**config.mk**
```make
export PLATFORM = sky130hd
export DESIGN_NAME = cubic_bezier_ease_solver_core
export DESIGN_NICKNAME = d
export VERILOG_FILES = /design/src/sv/cbe_pkg.sv /design/src/sv/cubic_bezier_ease_solver_core.sv /design/src/sv/cbe_mul.sv /design/src/sv/cbe_div.sv
export SDC_FILE = /design/constraint.sdc
export NUM_CORES = 2
export LEC_CHECK = 0
export ABC_AREA = 1
export CAP_MARGIN = 20
export CORE_ASPECT_RATIO = 0.8
export CORE_UTILIZATION = 25
export CTS_CLUSTER_SIZE = 25
export DETAILED_ROUTE_END_ITERATION = 6
export DONT_BUFFER_PORTS = 1
export GPL_ROUTABILITY_DRIVEN = 0
export GPL_TIMING_DRIVEN = 0
export HOLD_SLACK_MARGIN = 0.02
export PLACE_DENSITY = 0.49
export RECOVER_POWER = 50
export SETUP_SLACK_MARGIN = 0.15
export SYNTH_ARGS = -nofsm -noshare
export SYNTH_HDL_FRONTEND = slang
export SYNTH_SLANG_ARGS = --single-unit
export TNS_END_PERCENT = 5
```
**constraint.sdc**
```tcl
create_clock -name clk -period 11 [get_ports clk]
set_input_delay 2.75 -clock clk [delete_from_list [all_inputs] [get_ports clk]]
set_output_delay 2.75 -clock clk [all_outputs]
set_load 0.05 [all_outputs]
```
**src/sv/cbe_pkg.sv**
```systemverilog
// ----------------------------------------------------------------------------
// cbe_pkg
// Shared types, widths and helpers of the cubic bezier ease solver.
// ----------------------------------------------------------------------------
package cbe_pkg;

    localparam int FRAC_BITS    = 16;
    localparam int IFRAC        = 24;
    localparam int SHIFT        = IFRAC - FRAC_BITS;
    localparam int NEWTON_STEPS = 8;
    localparam int ITER_W       = $clog2(NEWTON_STEPS + 1);

    localparam int PORT_W  = 19;
    localparam int CX_W    = 17;
    localparam int IDX_W   = 2;
    localparam int DW      = 36;   // internal q24 datapath
    localparam int TW      = 28;   // curve parameter t, bounded to [-4,4]
    localparam int MAG_A_W = 32;
    localparam int MAG_B_W = 27;
    localparam int PROD_W  = MAG_A_W + MAG_B_W;
    localparam int DEN_W   = 35;
    localparam int QCAP_SH = 28;   // quotients at or above 2^28 saturate t anyway
    localparam int QW      = QCAP_SH + 1;
    localparam int CNT_W   = $clog2(QCAP_SH + 1);
    localparam int NW      = DEN_W + IFRAC + 1;
    localparam int EPS_Q24 = 16;

    localparam logic [CX_W-1:0]          CX_ONE   = CX_W'(1 << FRAC_BITS);
    localparam logic signed [PORT_W-1:0] PORT_ONE = PORT_W'(1 << FRAC_BITS);
    localparam logic signed [PORT_W-1:0] OUT_MAX  = PORT_W'(131071);
    localparam logic signed [PORT_W-1:0] OUT_MIN  = PORT_W'(-131072);
    localparam logic signed [DW-1:0]     IONE     = DW'(1 << IFRAC);
    localparam logic signed [TW-1:0]     T_ONE    = TW'(1 << IFRAC);
    localparam logic signed [TW-1:0]     T_MAX    = TW'(4 << IFRAC);
    localparam logic signed [TW-1:0]     T_MIN    = -T_MAX;

    typedef enum logic [2:0] {
        ST_IDLE,
        ST_MUL,
        ST_MWAIT,
        ST_DIV,
        ST_DWAIT,
        ST_OUT
    } state_t;

    typedef enum logic [1:0] {
        POLY_ERR,
        POLY_DX,
        POLY_Y
    } poly_t;

    typedef enum logic [IDX_W-1:0] {
        REG_X1 = 2'd0,
        REG_Y1 = 2'd1,
        REG_X2 = 2'd2,
        REG_Y2 = 2'd3
    } cfg_reg_t;

    function automatic logic [DEN_W-1:0] mag_of(input logic signed [DW-1:0] v);
        logic signed [DW-1:0] m;
        m = v[DW-1] ? -v : v;
        return m[DEN_W-1:0];
    endfunction

    // q24 to port format, round half away from zero, saturate
    function automatic logic signed [PORT_W-1:0] to_port(input logic signed [DW-1:0] v);
        logic [DEN_W:0]       rm;
        logic [DEN_W-SHIFT:0] rs;
        logic signed [PORT_W-1:0] r;
        rm = (DEN_W+1)'(mag_of(v)) + (DEN_W+1)'(1 << (SHIFT - 1));
        rs = rm[DEN_W:SHIFT];
        if (!v[DW-1] && rs > (DEN_W-SHIFT+1)'(131071))
            r = OUT_MAX;
        else if (v[DW-1] && rs > (DEN_W-SHIFT+1)'(131072))
            r = OUT_MIN;
        else if (v[DW-1])
            r = -PORT_W'(rs);
        else
            r = PORT_W'(rs);
        return r;
    endfunction

endpackage

```
**src/sv/cubic_bezier_ease_solver_core.sv**
```systemverilog
// ----------------------------------------------------------------------------
// cubic_bezier_ease_solver_core
// Cubic bezier timing curve: newton solve of x(t)=progress, then y(t).
// ----------------------------------------------------------------------------
// Usage:
//   cfg channel writes the control points (index 0..3: x1, y1, x2, y2);
//   cfg_ready is always high; the user must write only while idle (not enforced).
//   in channel takes one progress request (signed q16); out channel returns
//   eased_value (signed q16, saturated) for it.
//   Progress at or below 0 or at or above 1 answers on the cycle after the
//   request. Otherwise each newton step makes up to 5 passes through the
//   shared multiplier and one through the radix-2 divider; up to 8 steps run,
//   then the final y evaluation, fewer when the iteration converges early.
//   One request at a time: in_ready is low from the request until its result
//   has been taken. A stalled receiver holds the result in the output
//   register, out_valid stays high and no new request is taken.
//   Reset returns the control points to a linear curve (0,0), (1,1) and
//   empties the block.
// ----------------------------------------------------------------------------
module cubic_bezier_ease_solver_core import cbe_pkg::*;
(
    input  logic                     clk,
    input  logic                     rst_n,
    input  logic                     cfg_valid,
    output logic                     cfg_ready,
    input  logic [IDX_W-1:0]         cfg_index,
    input  logic [PORT_W-1:0]        cfg_data,
    input  logic                     in_valid,
    output logic                     in_ready,
    input  logic signed [PORT_W-1:0] progress,
    output logic                     out_valid,
    input  logic                     out_ready,
    output logic signed [PORT_W-1:0] eased_value
);

    state_t state_reg, state_next;
    poly_t  poly_reg, poly_next;
    logic [1:0]        term_reg, term_next;
    logic [ITER_W-1:0] iter_reg, iter_next;

    logic [CX_W-1:0]          x1_reg, x2_reg;
    logic signed [PORT_W-1:0] y1_reg, y2_reg;

    logic signed [DW-1:0] ax_reg, bx_reg, cx_reg, ay_reg, by_reg, cy_reg;
    logic signed [DW-1:0] ax_next, bx_next, cx_next, ay_next, by_next, cy_next;
    logic signed [DW-1:0] target_reg, target_next;
    logic signed [DW-1:0] acc_reg, acc_next;
    logic signed [DW-1:0] err_reg, err_next;
    logic signed [DW-1:0] dx_reg, dx_next;
    logic signed [TW-1:0] t_reg, t_next;
    logic signed [PORT_W-1:0] res_reg, res_next;

    logic accept;
    logic p_low, p_high;
    logic mul_start, mul_done, div_start, div_done;
    logic signed [DW-1:0] mul_prod;
    logic [QW-1:0]        div_quo;

    logic signed [DW-1:0] addend, sum;
    logic last_term, sum_small, last_iter;
    logic [CX_W-1:0]      x1c, x2c;
    logic signed [DW-1:0] x1q, x2q, y1q, y2q, dxq, dyq;
    logic signed [TW+1:0] t_ext, q_ext, t_wide;
    logic signed [TW-1:0] t_upd;

    function automatic logic signed [TW-1:0] clamp01(input logic signed [TW-1:0] v);
        logic signed [TW-1:0] r;
        if (v[TW-1])
            r = '0;
        else if (v > T_ONE)
            r = T_ONE;
        else
            r = v;
        return r;
    endfunction

    // ---------------- configuration ----------------
    assign cfg_ready = 1'b1;

    always_ff @(posedge clk or negedge rst_n)
    begin
        if (!rst_n)
        begin
            x1_reg <= '0;
            y1_reg <= '0;
            x2_reg <= CX_ONE;
            y2_reg <= PORT_ONE;
        end
        else if (cfg_valid)
        begin
            case (cfg_reg_t'(cfg_index))
                REG_X1:  x1_reg <= cfg_data[CX_W-1:0];
                REG_Y1:  y1_reg <= $signed(cfg_data);
                REG_X2:  x2_reg <= cfg_data[CX_W-1:0];
                REG_Y2:  y2_reg <= $signed(cfg_data);
                default: x1_reg <= x1_reg;
            endcase
        end
    end

    // ---------------- shared units ----------------
    cbe_mul u_mul
    (
        .clk   (clk),
        .rst_n (rst_n),
        .start (mul_start),
        .a     (acc_reg),
        .b     (t_reg),
        .done  (mul_done),
        .prod  (mul_prod)
    );

    cbe_div u_div
    (
        .clk     (clk),
        .rst_n   (rst_n),
        .start   (div_start),
        .num_mag (mag_of(err_reg)),
        .den_mag (mag_of(dx_reg)),
        .done    (div_done),
        .quo     (div_quo)
    );

    // ---------------- datapath terms ----------------
    always_comb
    begin
        accept = in_valid && in_ready;
        p_low  = progress[PORT_W-1] || (progress == '0);
        p_high = !progress[PORT_W-1] && (progress >= PORT_ONE);

        x1c = (x1_reg > CX_ONE) ? CX_ONE : x1_reg;
        x2c = (x2_reg > CX_ONE) ? CX_ONE : x2_reg;
        x1q = $signed(DW'(x1c)) <<< SHIFT;
        x2q = $signed(DW'(x2c)) <<< SHIFT;
        y1q = DW'(y1_reg) <<< SHIFT;
        y2q = DW'(y2_reg) <<< SHIFT;
        dxq = x2q - x1q;
        dyq = y2q - y1q;
        cx_next = x1q + (x1q <<< 1);
        bx_next = dxq + (dxq <<< 1) - cx_next;
        ax_next = IONE - cx_next - bx_next;
        cy_next = y1q + (y1q <<< 1);
        by_next = dyq + (dyq <<< 1) - cy_next;
        ay_next = IONE - cy_next - by_next;
        target_next = DW'(progress) <<< SHIFT;

        // horner addend for the current multiply
        addend = '0;
        case (term_reg)
            2'd0:
                case (poly_reg)
                    POLY_ERR: addend = bx_reg;
                    POLY_DX:  addend = bx_reg <<< 1;
                    default:  addend = by_reg;
                endcase
            2'd1:
                addend = (poly_reg == POLY_Y) ? cy_reg : cx_reg;
            default:
                addend = (poly_reg == POLY_ERR) ? -target_reg : '0;
        endcase
        sum       = mul_prod + addend;
        last_term = (poly_reg == POLY_DX) ? (term_reg == 2'd1) : (term_reg == 2'd2);
        sum_small = (mag_of(sum) < DEN_W'(EPS_Q24));

        t_ext  = {{2{t_reg[TW-1]}}, t_reg};
        q_ext  = {1'b0, div_quo};
        t_wide = (err_reg[DW-1] ^ dx_reg[DW-1]) ? t_ext + q_ext : t_ext - q_ext;
        if (t_wide > T_MAX)
            t_upd = T_MAX;
        else if (t_wide < T_MIN)
            t_upd = T_MIN;
        else
            t_upd = t_wide[TW-1:0];
        last_iter = (iter_reg == ITER_W'(NEWTON_STEPS - 1));
    end

    // ---------------- next state ----------------
    always_comb
    begin
        state_next = state_reg;
        case (state_reg)
            ST_IDLE:
                if (accept)
                    state_next = (p_low || p_high) ? ST_OUT : ST_MUL;
            ST_MUL:
                state_next = ST_MWAIT;
            ST_MWAIT:
                if (mul_done)
                begin
                    if (!last_term)
                        state_next = ST_MUL;
                    else if (poly_reg == POLY_Y)
                        state_next = ST_OUT;
                    else if (poly_reg == POLY_DX && !sum_small)
                        state_next = ST_DIV;
                    else
                        state_next = ST_MUL;
                end
            ST_DIV:
                state_next = ST_DWAIT;
            ST_DWAIT:
                if (div_done)
                    state_next = ST_MUL;
            ST_OUT:
                if (out_ready)
                    state_next = ST_IDLE;
            default:
                state_next = ST_IDLE;
        endcase
    end

    // ---------------- state outputs ----------------
    always_comb
    begin
        in_ready  = (state_reg == ST_IDLE);
        out_valid = (state_reg == ST_OUT);
        mul_start = (state_reg == ST_MUL);
        div_start = (state_reg == ST_DIV);
    end

    // ---------------- register updates ----------------
    always_comb
    begin
        poly_next = poly_reg;
        term_next = term_reg;
        iter_next = iter_reg;
        acc_next  = acc_reg;
        err_next  = err_reg;
        dx_next   = dx_reg;
        t_next    = t_reg;
        res_next  = res_reg;
        case (state_reg)
            ST_IDLE:
                if (accept)
                begin
                    res_next  = p_high ? PORT_ONE : '0;
                    poly_next = POLY_ERR;
                    term_next = 2'd0;
                    iter_next = '0;
                    acc_next  = ax_next;
                    t_next    = TW'(target_next);
                end
            ST_MWAIT:
                if (mul_done)
                begin
                    acc_next  = sum;
                    term_next = term_reg + 2'd1;
                    if (last_term)
                    begin
                        case (poly_reg)
                            POLY_ERR:
                                if (sum_small)
                                begin
                                    // converged: evaluate y at the clamped t
                                    t_next    = clamp01(t_reg);
                                    acc_next  = ay_reg;
                                    poly_next = POLY_Y;
                                    term_next = 2'd0;
                                end
                                else
                                begin
                                    err_next  = sum;
                                    acc_next  = ax_reg + (ax_reg <<< 1);
                                    poly_next = POLY_DX;
                                    term_next = 2'd0;
                                end
                            POLY_DX:
                                if (sum_small)
                                begin
                                    // flat slope: stop here
                                    t_next    = clamp01(t_reg);
                                    acc_next  = ay_reg;
                                    poly_next = POLY_Y;
                                    term_next = 2'd0;
                                end
                                else
                                    dx_next = sum;
                            default:
                                res_next = to_port(sum);
                        endcase
                    end
                end
            ST_DWAIT:
                if (div_done)
                begin
                    iter_next = iter_reg + ITER_W'(1);
                    term_next = 2'd0;
                    if (last_iter)
                    begin
                        t_next    = clamp01(t_upd);
                        acc_next  = ay_reg;
                        poly_next = POLY_Y;
                    end
                    else
                    begin
                        t_next    = t_upd;
                        acc_next  = ax_reg;
                        poly_next = POLY_ERR;
                    end
                end
            default:
                acc_next = acc_reg;
        endcase
    end

    always_ff @(posedge clk or negedge rst_n)
    begin
        if (!rst_n)
        begin
            state_reg <= ST_IDLE;
            poly_reg  <= POLY_ERR;
            term_reg  <= 2'd0;
            iter_reg  <= '0;
            t_reg     <= '0;
        end
        else
        begin
            state_reg <= state_next;
            poly_reg  <= poly_next;
            term_reg  <= term_next;
            iter_reg  <= iter_next;
            t_reg     <= t_next;
        end
    end

    always_ff @(posedge clk)
    begin
        acc_reg <= acc_next;
        err_reg <= err_next;
        dx_reg  <= dx_next;
        res_reg <= res_next;
        if (accept)
        begin
            ax_reg     <= ax_next;
            bx_reg     <= bx_next;
            cx_reg     <= cx_next;
            ay_reg     <= ay_next;
            by_reg     <= by_next;
            cy_reg     <= cy_next;
            target_reg <= target_next;
        end
    end

    assign eased_value = res_reg;

    // ---------------- assertions ----------------
    a_one_request: assert property (@(posedge clk) disable iff (!rst_n)
        out_valid |-> !in_ready)
        else $error("request taken while a result is pending");

    a_low_end: assert property (@(posedge clk) disable iff (!rst_n)
        (in_valid && in_ready && progress[PORT_W-1]) |=> (out_valid && eased_value == '0))
        else $error("negative progress did not answer zero");

    a_iter_bound: assert property (@(posedge clk) disable iff (!rst_n)
        (state_reg != ST_IDLE) |-> (iter_reg <= ITER_W'(NEWTON_STEPS)))
        else $error("newton step count overran");

    a_t_bound: assert property (@(posedge clk) disable iff (!rst_n)
        (state_reg != ST_IDLE) |-> (t_reg <= T_MAX && t_reg >= T_MIN))
        else $error("curve parameter out of range");

endmodule

```
**src/sv/cbe_mul.sv**
```systemverilog
// ----------------------------------------------------------------------------
// cbe_mul
// Shared q24 multiplier, two stages: magnitude product, then rounding.
// ----------------------------------------------------------------------------
module cbe_mul import cbe_pkg::*;
(
    input  logic                 clk,
    input  logic                 rst_n,
    input  logic                 start,
    input  logic signed [DW-1:0] a,
    input  logic signed [TW-1:0] b,
    output logic                 done,
    output logic signed [DW-1:0] prod
);

    logic [MAG_A_W-1:0] mag_a;
    logic [MAG_B_W-1:0] mag_b;
    logic signed [DW-1:0] abs_a;
    logic signed [TW-1:0] abs_b;

    logic [PROD_W-1:0]    prod_reg;
    logic                 neg_reg;
    logic                 v1_reg;
    logic                 done_reg;
    logic signed [DW-1:0] res_reg;
    logic signed [DW-1:0] res_next;
    logic [PROD_W:0]      rsum;
    logic [DW-1:0]        rmag;

    always_comb
    begin
        abs_a = a[DW-1] ? -a : a;
        abs_b = b[TW-1] ? -b : b;
        mag_a = abs_a[MAG_A_W-1:0];
        mag_b = abs_b[MAG_B_W-1:0];
    end

    always_comb
    begin
        rsum = {1'b0, prod_reg} + ((PROD_W+1)'(1) << (IFRAC - 1));
        rmag = DW'(rsum[PROD_W:IFRAC]);
        res_next = neg_reg ? -$signed(rmag) : $signed(rmag);
    end

    always_ff @(posedge clk)
    begin
        prod_reg <= mag_a * mag_b;
        neg_reg  <= a[DW-1] ^ b[TW-1];
        res_reg  <= res_next;
    end

    always_ff @(posedge clk or negedge rst_n)
    begin
        if (!rst_n)
        begin
            v1_reg   <= 1'b0;
            done_reg <= 1'b0;
        end
        else
        begin
            v1_reg   <= start;
            done_reg <= v1_reg;
        end
    end

    assign done = done_reg;
    assign prod = res_reg;

endmodule

```
**src/sv/cbe_div.sv**
```systemverilog
// ----------------------------------------------------------------------------
// cbe_div
// Radix-2 restoring divider for the newton correction, rounded, capped at 2^28.
// ----------------------------------------------------------------------------
module cbe_div import cbe_pkg::*;
(
    input  logic             clk,
    input  logic             rst_n,
    input  logic             start,
    input  logic [DEN_W-1:0] num_mag,
    input  logic [DEN_W-1:0] den_mag,
    output logic             done,
    output logic [QW-1:0]    quo
);

    logic [NW-1:0]      n_full;
    logic [DEN_W-1:0]   n_hi;
    logic               cap;

    logic               busy_reg;
    logic               done_reg;
    logic [CNT_W-1:0]   cnt_reg;
    logic [DEN_W-1:0]   rem_reg;
    logic [DEN_W-1:0]   den_reg;
    logic [QCAP_SH-1:0] low_reg;
    logic [QW-1:0]      quo_reg;

    logic [DEN_W:0]     sh;
    logic               ge;
    logic [DEN_W-1:0]   rem_next;
    logic [QCAP_SH-1:0] low_next;

    always_comb
    begin
        n_full = {1'b0, num_mag, IFRAC'(0)} + NW'(den_mag >> 1);
        n_hi   = DEN_W'(n_full[NW-1:QCAP_SH]);
        cap    = (n_hi >= den_mag);
    end

    always_comb
    begin
        sh       = {rem_reg, low_reg[QCAP_SH-1]};
        ge       = (sh >= {1'b0, den_reg});
        rem_next = ge ? DEN_W'(sh - {1'b0, den_reg}) : DEN_W'(sh);
        low_next = {low_reg[QCAP_SH-2:0], ge};
    end

    always_ff @(posedge clk or negedge rst_n)
    begin
        if (!rst_n)
        begin
            busy_reg <= 1'b0;
            done_reg <= 1'b0;
            cnt_reg  <= '0;
        end
        else
        begin
            done_reg <= 1'b0;
            if (start)
            begin
                if (cap)
                    done_reg <= 1'b1;
                else
                begin
                    busy_reg <= 1'b1;
                    cnt_reg  <= CNT_W'(QCAP_SH);
                end
            end
            else if (busy_reg)
            begin
                cnt_reg <= cnt_reg - CNT_W'(1);
                if (cnt_reg == CNT_W'(1))
                begin
                    busy_reg <= 1'b0;
                    done_reg <= 1'b1;
                end
            end
        end
    end

    always_ff @(posedge clk)
    begin
        if (start)
        begin
            den_reg <= den_mag;
            rem_reg <= n_hi;
            low_reg <= n_full[QCAP_SH-1:0];
            if (cap)
                quo_reg <= QW'(1) << QCAP_SH;
        end
        else if (busy_reg)
        begin
            rem_reg <= rem_next;
            low_reg <= low_next;
            if (cnt_reg == CNT_W'(1))
                quo_reg <= {1'b0, low_next};
        end
    end

    assign done = done_reg;
    assign quo  = quo_reg;

endmodule
```
==> impl_metrics.yaml <==
worst_setup_path:
  cp_slowest_cell: "clkbuf_1"
  slowest_delay_ns: 0.87
  crit_fanout: 10
  critPathMostFrequentCell: "fa_1"
  cp.buffers_inverters: 8
  end_kind: "register"
  path_class: "register to register"
  worstPathRequired_ns: 11.58
  cp_top_family: "adder cells"
  crit_path_start_kind: "register"
  cp.arrival_ns: 11.12
die:
  io_pins: 67
  dieHeight_um: 493
  dieArea_sq_mm: 0.303
  rows: 179
  start_util: 0.252
  dieWidth_um: 615
  core_area_sq_mm: 0.298
clocking:
  cts_root_buf: "clkbuf_16"
  cts.sinks: 593
  clkLatencyLatePin_ns: 0.69
  cts-buffers-inserted: 70
  cts_hold_buf: 0
  htree_levels: 3
  cts.clk_slew.worst_paths_ns: 0.06
  cts_tree: "yes"
  clk_path_buf_depth: 3
global_route:
  grt_pass1_vias: 61811
  grt_max_degree: 121
  antenna_found_initial: 10
  grt_overflow: 0
  grt_usage: 0.187
  grt_pass1_wl_um: 422000
timing:
  period_needed_ns: 10.54
  rsz0062_at_grt: "true"
  worst_slack_ns: 0.460
  period_share: 0.958
  hold_viol_final: 0
  skew_ns: 0.0368
  slew_violations: 199
  slew_headroom: -1.01
  finalSetupViolations: 0
  worstMarginPinSlew_ns: 3.00
  tns_ns: 0
  fmax_ghz: 0.0949
synth:
  syn_nets: 11174
  synth_edf_count: 397
  synth.yosys.warnings: 0
  synthTopCellsByArea: "fa_1, edfxtp_1, nand2_1, inv_1, ha_1"
  synth-seq-area-share: 0.219
  synth_seq_cells: 593
  yosysTopAreaCell: "fa_1"
  ys.flop_type: "edfxtp_1"
  synth.top_cells.by_count: "nand2_1, inv_1, fa_1"
  synth_cell_types: 73
  postSynthCellCount: 9785
  synth.most_common_cell: "nand2_1"
  netlist_area_sq_mm: 0.0753
  syn_avg_cell_area_sq_um: 7.69
  ys_async_sr_fraction: 0.202
  yosysTopAreaCellShare: 0.211
run_status:
  failed_checks: "capacitance limit, slew limit"
  outcome: "complete, but fails checks"
layout:
  area.growth.synth_to_final_pct: 10.9
  utilization: 0.280
  drive_above_1_share: 0.0426
  fin_nets: 11290
  largest_reg_flops: 72
routing:
  avgRoutedWirePerCell_um: 20.6
  dr.pass1.iters: 6
  drt_iter0_drc: 6664
  totalWireLength_um: 288000
  ant_nets: 0
  viasPerCell: 4.69
  vias: 65471
  drc: 0
placed_design:
  dp.final_hpwl_um: 250000
  io_buffer_count: 0
  dpl_worst_slack_ns: -1.60
run:
  cap_violations: 6
min_path:
  hp-class: "register to register"
## path summary, 6_finish.rpt
path	startpoint	endpoint	slack [ns]	depth (start not counted)
min in group asynchronous	rst_n	x2_reg[14]	1.77	0
max in group asynchronous	rst_n	t_reg[5]	9.00	0
setup / recovery	t_reg[0]	u_mul.prod_reg[54]	0.46	31
hold reg to reg	u_mul.v1_reg	u_mul.done	0.35	0
setup reg to reg	t_reg[0]	u_mul.prod_reg[54]	0.46	31
hold / removal	u_mul.v1_reg	u_mul.done	0.35	0
## layout by cell type (no fill, tap or decap), types with 101 or more instances in the layout
cell type  Yosys  routed
clkbuf_1     222     219
a21oi_1      467     464
nor3_1       110     105
inv_1       2008    2007
ha_1         549     546
nand4_1      101     101
edfxtp_1     397     397
dfrtp_1      118     118
o21ai_0      495     491
xor2_1       370     358
nand2_1     2214    2211
xnor2_1      140     140
nand3_1      355     355
nor2_1       779     778
fa_1         795     795
## repair_timing
action,CTS,global route
resized for setup,12,50
endpoints found under the setup margin,36,32
buffers inserted,0,1
pin swaps,0,1
## routing by layer
| layer | GRT usage | part of all wire | wire length [um] | up-vias |
|---|---|---|---|---|
| li1 | - | - | - | 30795 |
| met1 | 0.289 | 0.49 | 141000 | 31854 |
| met2 | 0.248 | 0.37 | 107000 | 2522 |
| met3 | 0.0554 | 0.11 | 31000 | 294 |
| met4 | 0.0431 | 0.028 | 8020 | 6 |
| met5 | 0 | 0.0018 | 529 | - |
## logic make-up (layout without fill, tap and decap cells)
group                      after synthesis  after routing  synth area share
buffers and inverters                 2307           2481             0.116
AOI/OAI and AO/OA                     1247           1247            0.0924
other                                    1             17         0.0000498
and+or+nand+nor                       3783           3783             0.211
xor gates and xnor gates               510            510            0.0593
DFF                                    593            593             0.219
adders and majority gates             1344           1344             0.303
## layout make-up
| cell class | instances | area (sq um) |
|---|---|---|
| flip-flops and latches | 593 | 16400 |
| clock inverters | 47 | 554 |
| plain buffers | 254 | 1080 |
| repair buffers | 45 | 484 |
| clock buffers | 83 | 1890 |
| inverters | 2052 | 7700 |
| multi-input cells | 6885 | 50300 |
| diodes | 16 | 40.0 |
| fillers | 32820 | 215000 |
| well taps | 3982 | 4980 |
## stage by stage
step	hold slack, ns	std cells	area, sq um
2_1_floorplan	0.331	9785	75300
5_1_grt	0.367	13944	83500
3_3_place_gp	0.332	13767	80300
3_5_place_dp	0.345	13806	80900
4_1_cts	0.351	13935	83300
6_report	0.349	13957	83500
Power is not shown: default switching activity piles up to over one toggle a cycle in this logic, so the estimate is an artifact.
